$ cat src/hdl/view_cone_contact_scanner_assert.svh
// Assertion macros shared by the view cone contact scanner modules.
`ifndef VIEW_CONE_CONTACT_SCANNER_ASSERT_SVH
`define VIEW_CONE_CONTACT_SCANNER_ASSERT_SVH
`ifndef SYNTHESIS
// Check a consequence in the same cycle as its cause.
`define VCCS_ASSERT_SAME(label, ante, cons, msg) \
  label: assert property (@(posedge clk) disable iff (rst) (ante) |-> (cons)) \
    else $error(msg);
// Check a consequence in the cycle after its cause.
`define VCCS_ASSERT_NEXT(label, ante, cons, msg) \
  label: assert property (@(posedge clk) disable iff (rst) (ante) |=> (cons)) \
    else $error(msg);
`else
`define VCCS_ASSERT_SAME(label, ante, cons, msg)
`define VCCS_ASSERT_NEXT(label, ante, cons, msg)
`endif
`endif

$ cat src/hdl/vccs_pkg.sv
// Types, constants and tables of the view cone contact scanner.
package vccs_pkg;

  // CORDIC sizing
  localparam int CORDIC_ITERATIONS = 16;
  localparam int ITER_W = $clog2(CORDIC_ITERATIONS);
  localparam int ATAN_ENTRIES = 24;
  localparam int ATAN_IDX_W = 5;
  localparam int ATAN_W = 16;
  localparam int DIFF_W = 25;
  localparam int GUARD_W = 8;
  localparam int XY_W = 36;
  localparam int Z_W = 20;
  localparam int ANGLE_W = 16;
  localparam int REL_W = 18;

  // Gain correction multiply
  localparam int MAG_W = 34;
  localparam int MUL_HALF_W = 17;
  localparam int GAIN_W = 24;
  localparam int PROD_W = MUL_HALF_W + GAIN_W;
  localparam int ACC_W = 59;
  localparam int ACC_SHIFT = 32;
  localparam int DIST_W = 25;

  localparam int PI_Q13 = 25736;
  localparam int TWO_PI_Q13 = 51472;
  localparam int HALF_PI_Q16 = 102944;
  localparam logic [GAIN_W-1:0] INV_GAIN_Q24 = 24'd10188014;
  localparam logic [DIST_W-1:0] DIST_MAX = 25'd23726566;
  localparam logic [DIST_W-1:0] DIST_ONES = '1;
  localparam logic [ACC_W-1:0] ROUND_HALF = ACC_W'(64'd1 << (ACC_SHIFT - 1));

  // Configuration port
  localparam int PADDR_W = 3;
  localparam int PDATA_W = 32;
  localparam int CFG_IDX_W = 1;
  localparam logic [CFG_IDX_W-1:0] REG_VIEW_RANGE = 1'b0;
  localparam logic [CFG_IDX_W-1:0] REG_HALF_VIEW_ANGLE = 1'b1;

  typedef struct packed {
    logic [23:0] view_range;
    logic [14:0] half_view_angle;
  } cfg_t;

  typedef struct packed {
    logic [23:0]        observer_x;
    logic [23:0]        observer_y;
    logic signed [15:0] observer_heading;
    logic [15:0]        observer_size;
    logic [23:0]        target_x;
    logic [23:0]        target_y;
    logic [15:0]        target_size;
    logic [15:0]        target_id;
    logic               is_self;
    logic               first_of_scan;
    logic               last_of_scan;
  } pair_t;

  typedef struct packed {
    logic               visible;
    logic               in_contact;
    logic signed [15:0] relative_angle;
    logic [24:0]        distance;
    logic               nearest_valid;
    logic [15:0]        nearest_id;
    logic [24:0]        nearest_distance;
    logic               scan_done;
  } result_t;

  typedef struct packed {
    logic load;
    logic step;
  } cordic_ctl_t;

  typedef struct packed {
    logic last_iter;
  } cordic_sts_t;

  typedef struct packed {
    logic lo;
    logic hi;
    logic add;
  } scale_ctl_t;

  typedef enum logic [2:0] {
    ST_IDLE,
    ST_ROTATE,
    ST_SCALE_LO,
    ST_SCALE_HI,
    ST_SCALE_ADD,
    ST_FINISH
  } state_t;

  // round(atan(2^-i) * 65536)
  function automatic logic [ATAN_W-1:0] atan_q16(input logic [ATAN_IDX_W-1:0] idx);
    logic [ATAN_W-1:0] val;
    case (idx)
      5'd0:    val = 16'd51472;
      5'd1:    val = 16'd30386;
      5'd2:    val = 16'd16055;
      5'd3:    val = 16'd8150;
      5'd4:    val = 16'd4091;
      5'd5:    val = 16'd2047;
      5'd6:    val = 16'd1024;
      5'd7:    val = 16'd512;
      5'd8:    val = 16'd256;
      5'd9:    val = 16'd128;
      5'd10:   val = 16'd64;
      5'd11:   val = 16'd32;
      5'd12:   val = 16'd16;
      5'd13:   val = 16'd8;
      5'd14:   val = 16'd4;
      5'd15:   val = 16'd2;
      5'd16:   val = 16'd1;
      default: val = 16'd0;
    endcase
    return val;
  endfunction

endpackage

$ cat src/hdl/vccs_cfg.sv
// Configuration registers behind the APB-style port.
module vccs_cfg
  import vccs_pkg::*;
(
  input  logic               clk,
  input  logic               rst,
  input  logic               psel,
  input  logic               penable,
  input  logic               pwrite,
  input  logic [PADDR_W-1:0] paddr,
  input  logic [PDATA_W-1:0] pwdata,
  output logic [PDATA_W-1:0] prdata,
  output logic               pready,
  output cfg_t               cfg
);

  logic [CFG_IDX_W-1:0] reg_idx;
  logic                 wr_en;

  assign pready  = 1'b1;
  assign reg_idx = paddr[2 +: CFG_IDX_W];
  assign wr_en   = psel && penable && pwrite && pready;

  // Write registers on the access phase
  always_ff @(posedge clk) begin
    if (rst) begin
      cfg.view_range      <= '0;
      cfg.half_view_angle <= '0;
    end else if (wr_en) begin
      case (reg_idx)
        REG_VIEW_RANGE:      cfg.view_range      <= pwdata[23:0];
        REG_HALF_VIEW_ANGLE: cfg.half_view_angle <= pwdata[14:0];
        default: ;
      endcase
    end
  end

  // Read back
  always_comb begin
    case (reg_idx)
      REG_VIEW_RANGE:      prdata = PDATA_W'(cfg.view_range);
      REG_HALF_VIEW_ANGLE: prdata = PDATA_W'(cfg.half_view_angle);
      default:             prdata = '0;
    endcase
  end

endmodule

$ cat src/hdl/vccs_cordic.sv
// Iterative vectoring CORDIC: one shift-add step per cycle while ctl.step is set.
`include "view_cone_contact_scanner_assert.svh"
module vccs_cordic
  import vccs_pkg::*;
(
  input  logic                      clk,
  input  logic                      rst,
  input  cordic_ctl_t               ctl,
  input  logic signed [DIFF_W-1:0]  dx,
  input  logic signed [DIFF_W-1:0]  dy,
  output cordic_sts_t               sts,
  output logic signed [ANGLE_W-1:0] bearing,
  output logic [MAG_W-1:0]          xmag
);

  localparam logic signed [Z_W-1:0] Z_HALF_PI = Z_W'(HALF_PI_Q16);
  localparam logic signed [Z_W-1:0] Z_PI = Z_W'(PI_Q13);
  localparam logic signed [Z_W-1:0] Z_NEG_PI = -Z_W'(PI_Q13);

  logic signed [XY_W-1:0] x, y, xs0, ys0, xsh, ysh;
  logic signed [Z_W-1:0]  z, z_step, z_sum, z_rnd, z_clamp;
  logic [ITER_W-1:0]      iter;
  logic                   zero_vec;

  // Scale the difference vector by the guard bits
  assign xs0 = {{(XY_W-DIFF_W-GUARD_W){dx[DIFF_W-1]}}, dx, {GUARD_W{1'b0}}};
  assign ys0 = {{(XY_W-DIFF_W-GUARD_W){dy[DIFF_W-1]}}, dy, {GUARD_W{1'b0}}};

  // Shared shifter and angle table
  assign xsh    = x >>> iter;
  assign ysh    = y >>> iter;
  assign z_step = {{(Z_W-ATAN_W){1'b0}}, atan_q16(ATAN_IDX_W'(iter))};

  // Load with pre-rotation into the right half plane, then rotate toward y = 0
  always_ff @(posedge clk) begin
    if (ctl.load) begin
      zero_vec <= (dx == '0) && (dy == '0);
      if (dx[DIFF_W-1]) begin
        if (!dy[DIFF_W-1]) begin
          x <= ys0;
          y <= -xs0;
          z <= Z_HALF_PI;
        end else begin
          x <= -ys0;
          y <= xs0;
          z <= -Z_HALF_PI;
        end
      end else begin
        x <= xs0;
        y <= ys0;
        z <= '0;
      end
    end else if (ctl.step) begin
      if (!y[XY_W-1]) begin
        x <= x + ysh;
        y <= y - xsh;
        z <= z + z_step;
      end else begin
        x <= x - ysh;
        y <= y + xsh;
        z <= z - z_step;
      end
    end
  end

  // Count iterations
  always_ff @(posedge clk) begin
    if (rst) begin
      iter <= '0;
    end else if (ctl.load) begin
      iter <= '0;
    end else if (ctl.step) begin
      iter <= iter + ITER_W'(1);
    end
  end

  assign sts.last_iter = (iter == ITER_W'(CORDIC_ITERATIONS - 1));

  // Round the Q.16 angle to Q3.13 and clamp to plus or minus pi
  assign z_sum = z + Z_W'(4);
  assign z_rnd = z_sum >>> 3;
  always_comb begin
    if (z_rnd > Z_PI) begin
      z_clamp = Z_PI;
    end else if (z_rnd < Z_NEG_PI) begin
      z_clamp = Z_NEG_PI;
    end else begin
      z_clamp = z_rnd;
    end
  end
  assign bearing = zero_vec ? '0 : z_clamp[ANGLE_W-1:0];

  // Length before gain correction, negative read as zero
  assign xmag = x[XY_W-1] ? '0 : x[MAG_W-1:0];

  `VCCS_ASSERT_SAME(a_cordic_ctl_excl, ctl.step, !ctl.load, "cordic load and step together")
  `VCCS_ASSERT_SAME(a_cordic_right_half, ctl.step, !x[XY_W-1], "cordic x left right half plane")
  `VCCS_ASSERT_NEXT(a_cordic_stop, ctl.step && sts.last_iter, !ctl.step, "cordic stepped past end")

endmodule

$ cat src/hdl/vccs_scale.sv
// Gain correction: length times inverse gain, in two half-width products.
module vccs_scale
  import vccs_pkg::*;
(
  input  logic              clk,
  input  scale_ctl_t        ctl,
  input  logic [MAG_W-1:0]  xmag,
  output logic [DIST_W-1:0] dist_val
);

  logic [MUL_HALF_W-1:0]       mul_a;
  logic [PROD_W-1:0]           product, prod;
  logic [ACC_W-1:0]            acc;
  logic [ACC_W-ACC_SHIFT-1:0]  quot;

  // Shared multiplier on one half of the length
  assign mul_a   = ctl.hi ? xmag[MAG_W-1:MUL_HALF_W] : xmag[MUL_HALF_W-1:0];
  assign product = PROD_W'(mul_a) * PROD_W'(INV_GAIN_Q24);

  // Register each product, then accumulate with the rounding half
  always_ff @(posedge clk) begin
    if (ctl.lo || ctl.hi) begin
      prod <= product;
    end
    if (ctl.hi) begin
      acc <= ACC_W'(prod) + ROUND_HALF;
    end else if (ctl.add) begin
      acc <= acc + (ACC_W'(prod) << MUL_HALF_W);
    end
  end

  // Drop the fraction and saturate
  assign quot = acc[ACC_W-1:ACC_SHIFT];
  assign dist_val = (quot > (ACC_W-ACC_SHIFT)'(DIST_MAX)) ? DIST_MAX : quot[DIST_W-1:0];

endmodule

$ cat src/hdl/view_cone_contact_scanner.sv
// Top level: sequencer, sector and contact tests, nearest contact, result register.
//
//   channel  | signals                                    | carries
//   ---------+--------------------------------------------+----------------------------
//   pair     | pair_valid, pair_stall, pair               | observer/target pair in
//   result   | result_valid, result_stall, result         | flags, angle, distance out
//   config   | psel, penable, pwrite, paddr, pwdata, ...  | view_range, half_view_angle
//
// From accept to result register an item runs the CORDIC loop on the shared shift-add
// unit (ST_ROTATE), then ST_SCALE_LO, ST_SCALE_HI and ST_SCALE_ADD on the shared
// gain-correction multiplier, and last the evaluate state ST_FINISH.
// A new item can be taken as soon as the previous result shows in the result register.
// A stalled result holds in its register while the next item computes; that item
// then waits in its last cycle until the register frees.
// Reset is synchronous, clears control, config, result_valid and the nearest contact; no sweep.
`include "view_cone_contact_scanner_assert.svh"
module view_cone_contact_scanner
  import vccs_pkg::*;
(
  input  logic               clk,
  input  logic               rst,
  input  logic               pair_valid,
  output logic               pair_stall,
  input  pair_t              pair,
  output logic               result_valid,
  input  logic               result_stall,
  output result_t            result,
  input  logic               psel,
  input  logic               penable,
  input  logic               pwrite,
  input  logic [PADDR_W-1:0] paddr,
  input  logic [PDATA_W-1:0] pwdata,
  output logic [PDATA_W-1:0] prdata,
  output logic               pready
);

  localparam logic signed [REL_W-1:0] REL_PI = REL_W'(PI_Q13);
  localparam logic signed [REL_W-1:0] REL_NEG_PI = -REL_W'(PI_Q13);
  localparam logic signed [REL_W-1:0] REL_TWO_PI = REL_W'(TWO_PI_Q13);

  state_t      state, state_next;
  cfg_t        cfg;
  cordic_ctl_t cordic_ctl;
  cordic_sts_t cordic_sts;
  scale_ctl_t  scale_ctl;
  pair_t       item;
  logic        out_free, finish_load;

  logic signed [DIFF_W-1:0]  dx, dy;
  logic signed [ANGLE_W-1:0] bearing;
  logic [MAG_W-1:0]          xmag;
  logic [DIST_W-1:0]         dist_val;

  logic              best_valid, cur_valid, new_valid;
  logic [15:0]       best_id, cur_id, new_id;
  logic [DIST_W-1:0] best_distance, cur_distance, new_distance;

  logic signed [REL_W-1:0] head_ext, bear_ext, rel_raw, rel_wrap, rel_neg;
  logic [ANGLE_W-1:0]      rel_mag;
  logic [16:0]             size_sum;
  logic                    in_range, vis, con, take;
  result_t                 res_next;

  vccs_cfg u_cfg (
    .clk     (clk),
    .rst     (rst),
    .psel    (psel),
    .penable (penable),
    .pwrite  (pwrite),
    .paddr   (paddr),
    .pwdata  (pwdata),
    .prdata  (prdata),
    .pready  (pready),
    .cfg     (cfg)
  );

  // Difference vector straight from the incoming item
  assign dx = $signed({1'b0, pair.target_x}) - $signed({1'b0, pair.observer_x});
  assign dy = $signed({1'b0, pair.target_y}) - $signed({1'b0, pair.observer_y});

  vccs_cordic u_cordic (
    .clk     (clk),
    .rst     (rst),
    .ctl     (cordic_ctl),
    .dx      (dx),
    .dy      (dy),
    .sts     (cordic_sts),
    .bearing (bearing),
    .xmag    (xmag)
  );

  vccs_scale u_scale (
    .clk      (clk),
    .ctl      (scale_ctl),
    .xmag     (xmag),
    .dist_val (dist_val)
  );

  assign out_free = !result_valid || !result_stall;

  // State register
  always_ff @(posedge clk) begin
    if (rst) begin
      state <= ST_IDLE;
    end else begin
      state <= state_next;
    end
  end

  // Next state
  always_comb begin
    state_next = state;
    case (state)
      ST_IDLE:      if (pair_valid) state_next = ST_ROTATE;
      ST_ROTATE:    if (cordic_sts.last_iter) state_next = ST_SCALE_LO;
      ST_SCALE_LO:  state_next = ST_SCALE_HI;
      ST_SCALE_HI:  state_next = ST_SCALE_ADD;
      ST_SCALE_ADD: state_next = ST_FINISH;
      ST_FINISH:    if (out_free) state_next = ST_IDLE;
      default:      state_next = ST_IDLE;
    endcase
  end

  // Sequencer outputs
  always_comb begin
    pair_stall      = 1'b1;
    cordic_ctl      = '0;
    scale_ctl       = '0;
    finish_load     = 1'b0;
    case (state)
      ST_IDLE: begin
        pair_stall      = 1'b0;
        cordic_ctl.load = pair_valid;
      end
      ST_ROTATE:    cordic_ctl.step = 1'b1;
      ST_SCALE_LO:  scale_ctl.lo = 1'b1;
      ST_SCALE_HI:  scale_ctl.hi = 1'b1;
      ST_SCALE_ADD: scale_ctl.add = 1'b1;
      ST_FINISH:    finish_load = out_free;
      default: ;
    endcase
  end

  // Hold the accepted item
  always_ff @(posedge clk) begin
    if (cordic_ctl.load) begin
      item <= pair;
    end
  end

  // Relative angle, wrapped once into plus or minus pi
  assign head_ext = {{(REL_W-ANGLE_W){item.observer_heading[ANGLE_W-1]}}, item.observer_heading};
  assign bear_ext = {{(REL_W-ANGLE_W){bearing[ANGLE_W-1]}}, bearing};
  assign rel_raw  = head_ext - bear_ext;
  always_comb begin
    if (rel_raw > REL_PI) begin
      rel_wrap = rel_raw - REL_TWO_PI;
    end else if (rel_raw < REL_NEG_PI) begin
      rel_wrap = rel_raw + REL_TWO_PI;
    end else begin
      rel_wrap = rel_raw;
    end
  end
  assign rel_neg = -rel_wrap;
  assign rel_mag = rel_wrap[REL_W-1] ? rel_neg[ANGLE_W-1:0] : rel_wrap[ANGLE_W-1:0];

  // Range, cone and contact tests
  assign size_sum = {1'b0, item.observer_size} + {1'b0, item.target_size};
  assign in_range = dist_val <= {1'b0, cfg.view_range};
  assign vis = !item.is_self && in_range && (rel_mag <= {1'b0, cfg.half_view_angle});
  assign con = !item.is_self && in_range && (dist_val <= DIST_W'(size_sum));

  // Nearest contact, cleared at the start of a scan
  assign cur_valid    = item.first_of_scan ? 1'b0 : best_valid;
  assign cur_id       = item.first_of_scan ? '0 : best_id;
  assign cur_distance = item.first_of_scan ? DIST_ONES : best_distance;
  assign take         = con && (!cur_valid || (dist_val < cur_distance));
  assign new_valid    = take ? 1'b1 : cur_valid;
  assign new_id       = take ? item.target_id : cur_id;
  assign new_distance = take ? dist_val : cur_distance;

  always_comb begin
    res_next.visible          = vis;
    res_next.in_contact       = con;
    res_next.relative_angle   = item.is_self ? '0 : rel_wrap[ANGLE_W-1:0];
    res_next.distance         = item.is_self ? '0 : dist_val;
    res_next.nearest_valid    = new_valid;
    res_next.nearest_id       = new_valid ? new_id : '0;
    res_next.nearest_distance = new_valid ? new_distance : '0;
    res_next.scan_done        = item.last_of_scan;
  end

  // Update the nearest contact as the item completes
  always_ff @(posedge clk) begin
    if (rst) begin
      best_valid    <= 1'b0;
      best_id       <= '0;
      best_distance <= DIST_ONES;
    end else if (finish_load) begin
      best_valid    <= new_valid;
      best_id       <= new_id;
      best_distance <= new_distance;
    end
  end

  // Result register: load on completion, drop when taken
  always_ff @(posedge clk) begin
    if (rst) begin
      result_valid <= 1'b0;
    end else if (finish_load) begin
      result_valid <= 1'b1;
    end else if (result_valid && !result_stall) begin
      result_valid <= 1'b0;
    end
  end

  always_ff @(posedge clk) begin
    if (finish_load) begin
      result <= res_next;
    end
  end

  `VCCS_ASSERT_NEXT(a_accept_starts, pair_valid && !pair_stall, state == ST_ROTATE, "item not started")
  `VCCS_ASSERT_SAME(a_nearest_clear, result_valid && !result.nearest_valid, (result.nearest_id == '0) && (result.nearest_distance == '0), "stale nearest contact")
  `VCCS_ASSERT_SAME(a_flags_in_range, result_valid && (result.visible || result.in_contact), result.distance <= {1'b0, cfg.view_range}, "flag set out of range")
  `VCCS_ASSERT_SAME(a_contact_nearest, result_valid && result.in_contact, result.nearest_valid && (result.nearest_distance <= result.distance), "contact not tracked")

endmodule
$ cat config.mk
export PLATFORM = sky130hd
export DESIGN_NAME = view_cone_contact_scanner
export DESIGN_NICKNAME = d
export VERILOG_FILES = /design/src/hdl/vccs_pkg.sv /design/src/hdl/vccs_cfg.sv /design/src/hdl/vccs_cordic.sv /design/src/hdl/vccs_scale.sv /design/src/hdl/view_cone_contact_scanner.sv
export VERILOG_INCLUDE_DIRS = /design/src /design/src/hdl
export SDC_FILE = /design/constraint.sdc
export NUM_CORES = 2
export LEC_CHECK = 0
export ABC_AREA = 1
export BUFFER_PORTS_ARGS = -buffer_cell sky130_fd_sc_hd__buf_2
export CAP_MARGIN = 20
export CORE_UTILIZATION = 60
export CTS_CLUSTER_SIZE = 40
export DETAILED_ROUTE_END_ITERATION = 10
export PLACE_DENSITY_LB_ADDON = 0.25
export SYNTH_ARGS = -nofsm -noshare
export SYNTH_HDL_FRONTEND = slang
export SYNTH_SLANG_ARGS = --single-unit
$ cat constraint.sdc
create_clock -name clk -period 13 [get_ports clk]
set_input_delay 1.3 -clock clk [delete_from_list [all_inputs] [get_ports clk]]
set_output_delay 1.3 -clock clk [all_outputs]
set_load 0.05 [all_outputs]
==> impl_metrics.py <==
metrics = {
    "setup_path": {
        "cp-end-kind": "register",
        "cpMostUsedCell": "fa_1",
        "worstPathMaxFanout": 52,
        "worstPathArrival_ns": 8.80,
        "r2r-end": "u_scale.prod[37]$_DFFE_PP_",
        "critical-path-max-stage-delay_ns": 0.82,
        "crit_type": "reg2reg",
        "crit_buf_inv": 7,
        "cp-start-kind": "register",
        "cpMaxStageDelayCell": "nor3_2",
        "cp_top_family": "adder cells",
        "required_ns": 13.35,
        "reg2reg_depth": 28,
        "regToRegSetupSlack_ns": 4.55,
        "r2r_start": "state[1]$_SDFFE_PP0P_",
    },
    "synthesis": {
        "synthDominantCellAreaShare": 0.2145,
        "yosys.area.top_type": "edfxtp_1",
        "ys_async_sr_fraction": 0,
        "synth.cell_area_um2": 45770,
        "synth-edff-count": 327,
        "synth_flop_cell": "edfxtp_1",
        "yosysWarnings": 0,
        "seq_area_frac_synth": 0.2605,
        "synthCells": 6255,
        "synth.avg_cell_area_um2": 7.317,
        "netlist_top_cells_area": "edfxtp_1 21%, ha_1 12%, nand2_1 11%, fa_1 7.5%, inv_1 7.2%",
        "ys_types": 79,
        "ys_ff_latch": 432,
    },
    "die": {
        "core_area_um2": 74950,
        "die_w_um": 278.2,
        "initial_core_util": 0.6107,
        "rows": 100,
        "io_pins": 326,
        "die_area_um2": 77390,
        "die_h_um": 278.2,
    },
    "clock_network": {
        "cts_tree": "built",
        "cts_resized": 0,
        "clkSlewWorstSetupHoldPaths_ns": 0.06,
        "cts_buffers": 48,
        "ctsHoldBuffers": 0,
        "htreeDepth": 2,
        "cts_setup_buffers": 0,
        "clock-sinks": 432,
        "root_buffer": "clkbuf_16",
        "clkLatencyLatePin_ns": 0.64,
        "clk_path_buf_depth": 3,
    },
    "detailed_routing": {
        "drt_wl_total_um": 135500,
        "vias": 43570,
        "drt-vias-per-instance": 5.807,
        "drtIter0Drc": 3814,
        "routedWlPerCell_um": 18.06,
        "dr.pass1.iters": 8,
        "route.detailed.drc": 0,
        "antenna_left": 0,
    },
    "finish": {
        "seqCellArea_um2": 11930,
        "drive_gt1_frac": 0.08935,
        "fin_cells": 7503,
        "multi_input_area_um2": 29660,
        "fin_nets": 7313,
        "areaGrowthSynthToFinish_pct": 8.578,
        "fill_cells": 6592,
    },
    "timing": {
        "fmax_mhz": 118.4,
        "finalWorstSetupSlack_ns": 4.551,
        "tightestPinTransition_ns": 1.126,
        "maxSlewViolCount": 0,
        "final-setup-viol-count": 0,
        "setup-tns-final_ns": 0,
        "rsz0062_at_grt": "no",
        "finalCritPeriodShare": 0.6499,
        "fin_crit_ns": 8.449,
        "finClkSkew_ns": 0.03039,
        "maxSlewHeadroom": 0.2495,
        "hold_viol": 0,
    },
    "place": {
        "pre_cts_slack_ns": 4.633,
        "gp_congestion": 1.040,
        "post-dp-hpwl_um": 107700,
        "dp.cells": 7400,
        "portBuffers": 306,
    },
    "min_path": {
        "holdCritPathClass": "reg2reg",
        "min-delay-start": "item[0]$_DFFE_PP_",
        "holdPathEnd": "result[0]$_DFFE_PP_",
        "min_path_cells": 0,
    },
    "global_route": {
        "grt_max_degree": 83,
        "grt_pass1_vias": 40300,
        "antenna_found_initial": 12,
        "grt_remaining_overflow": 0,
        "grt_first_pass_wirelength_um": 211400,
        "grt_usage": 0.3425,
    },
    "outcome": {
        "status": "finished, final reports clean",
    },
    "flow_run": {
        "drv_cap": 0,
    },
}
## how the worst max path moves through the flow
stage | startpoint | endpoint | cells past startpoint
4_1_cts | state[1]$_SDFFE_PP0P_ | u_scale.prod[37]$_DFFE_PP_ | 30
5_1_grt | state[1]$_SDFFE_PP0P_ | u_scale.prod[37]$_DFFE_PP_ | 28
3_3_place_gp | state[1]$_SDFFE_PP0P_ | u_scale.prod[37]$_DFFE_PP_ | 30
2_1_floorplan | state[1]$_SDFFE_PP0P_ | u_scale.prod[37]$_DFFE_PP_ | 27
6_report | state[1]$_SDFFE_PP0P_ | u_scale.prod[37]$_DFFE_PP_ | 28
3_5_place_dp | state[1]$_SDFFE_PP0P_ | u_scale.prod[37]$_DFFE_PP_ | 30
## logic make-up after synthesis
group           synth area share
simple gates              0.2335
mux                     0.009048
other cells            0.0001641
compound gates            0.1574
flops                     0.2605
buf+inv                  0.09316
fa+ha+maj                 0.1985
xor+xnor                 0.04776
## cell type report
| class | instances | share of cell area |
|---|---|---|
| Antenna cell | 9 | 0.0004532 |
| Clock buffer | 65 | 0.02649 |
| Clock inverter | 25 | 0.005337 |
| Inverter | 901 | 0.06815 |
| Multi-Input combinational cell | 4752 | 0.5968 |
| Sequential cell | 432 | 0.2400 |
| Tap cell | 969 | 0.02440 |
| Timing Repair Buffer | 350 | 0.03842 |
## cell usage after synthesis (13+ instances only)
cell and instances:
nand2_1 1333, inv_1 884, nor2_1 555, a21oi_1 535, o21ai_0 459, ha_1 451, edfxtp_1 327, nand3_1 317
xor2_1 179, fa_1 172, dfxtp_1 105, clkbuf_1 96, o21ai_1 91, nor3_1 75, nand4_1 70, xnor2_1 65
a31oi_1 40, mux2i_1 40, o211ai_1 39, nand2_2 35, buf_2 31, o21a_1 31, or2_2 26, nor4_1 22
buf_4 20, nor2_2 19, a21o_1 17, o21bai_1 17, buf_1 16, buf_6 13
## registers in the layout (all words and copies together), names as in the netlist
register	cells
best_valid	1
u_cordic.y	36
u_cfg.cfg	39
u_scale.acc	41
state	3
u_cordic.z_step	16
item	51
u_cordic.x	36
head_ext	16
best_id	16
best_distance	25
u_cordic.z	20
result	86
u_cordic.zero_vec	1
result_valid	1
u_scale.prod	40
u_cordic.iter	4
## through the flow
| step | area, um^2 | util | hold slack [ns] |
|---|---|---|---|
| 6_report | 49700 | 0.6631 | 0.4065 |
| 3_3_place_gp | 48010 | 0.6406 | 0.4023 |
| 5_1_grt | 49690 | 0.6630 | 0.4228 |
| 3_5_place_dp | 48030 | 0.6409 | 0.4215 |
| 2_1_floorplan | 45800 | - | 0.4003 |
| 4_1_cts | 49620 | 0.6620 | 0.4132 |
## placed cells by master, fill, tap and decap left out, types with 35 or more instances in the layout
master and count:
buf_2 306, nand2_1 1332, mux2i_1 40, o21ai_0 459
nand2_2 35, o21ai_1 91, nor3_1 74, nand4_1 70
ha_1 451, inv_1 882, clkbuf_16 49, dfxtp_1 101
nor2_1 552, edfxtp_1 327, xnor2_1 65, o211ai_1 39
a21oi_1 534, buf_4 39, a31oi_1 40, nand3_1 317
xor2_1 179, fa_1 172
## layer usage
metal | vias up | part of all wire | track usage
met1 | 20120 | 0.42 | 0.4571
met5 | - | 0.00037 | 0
met3 | 296 | 0.086 | 0.05129
met2 | 1859 | 0.45 | 0.5612
li1 | 21290 | - | -
met4 | 8 | 0.041 | 0.1292
Power is left out: the tool's default activity adds up to more than one toggle a clock period on the data nets, which glitch-free logic cannot reach.
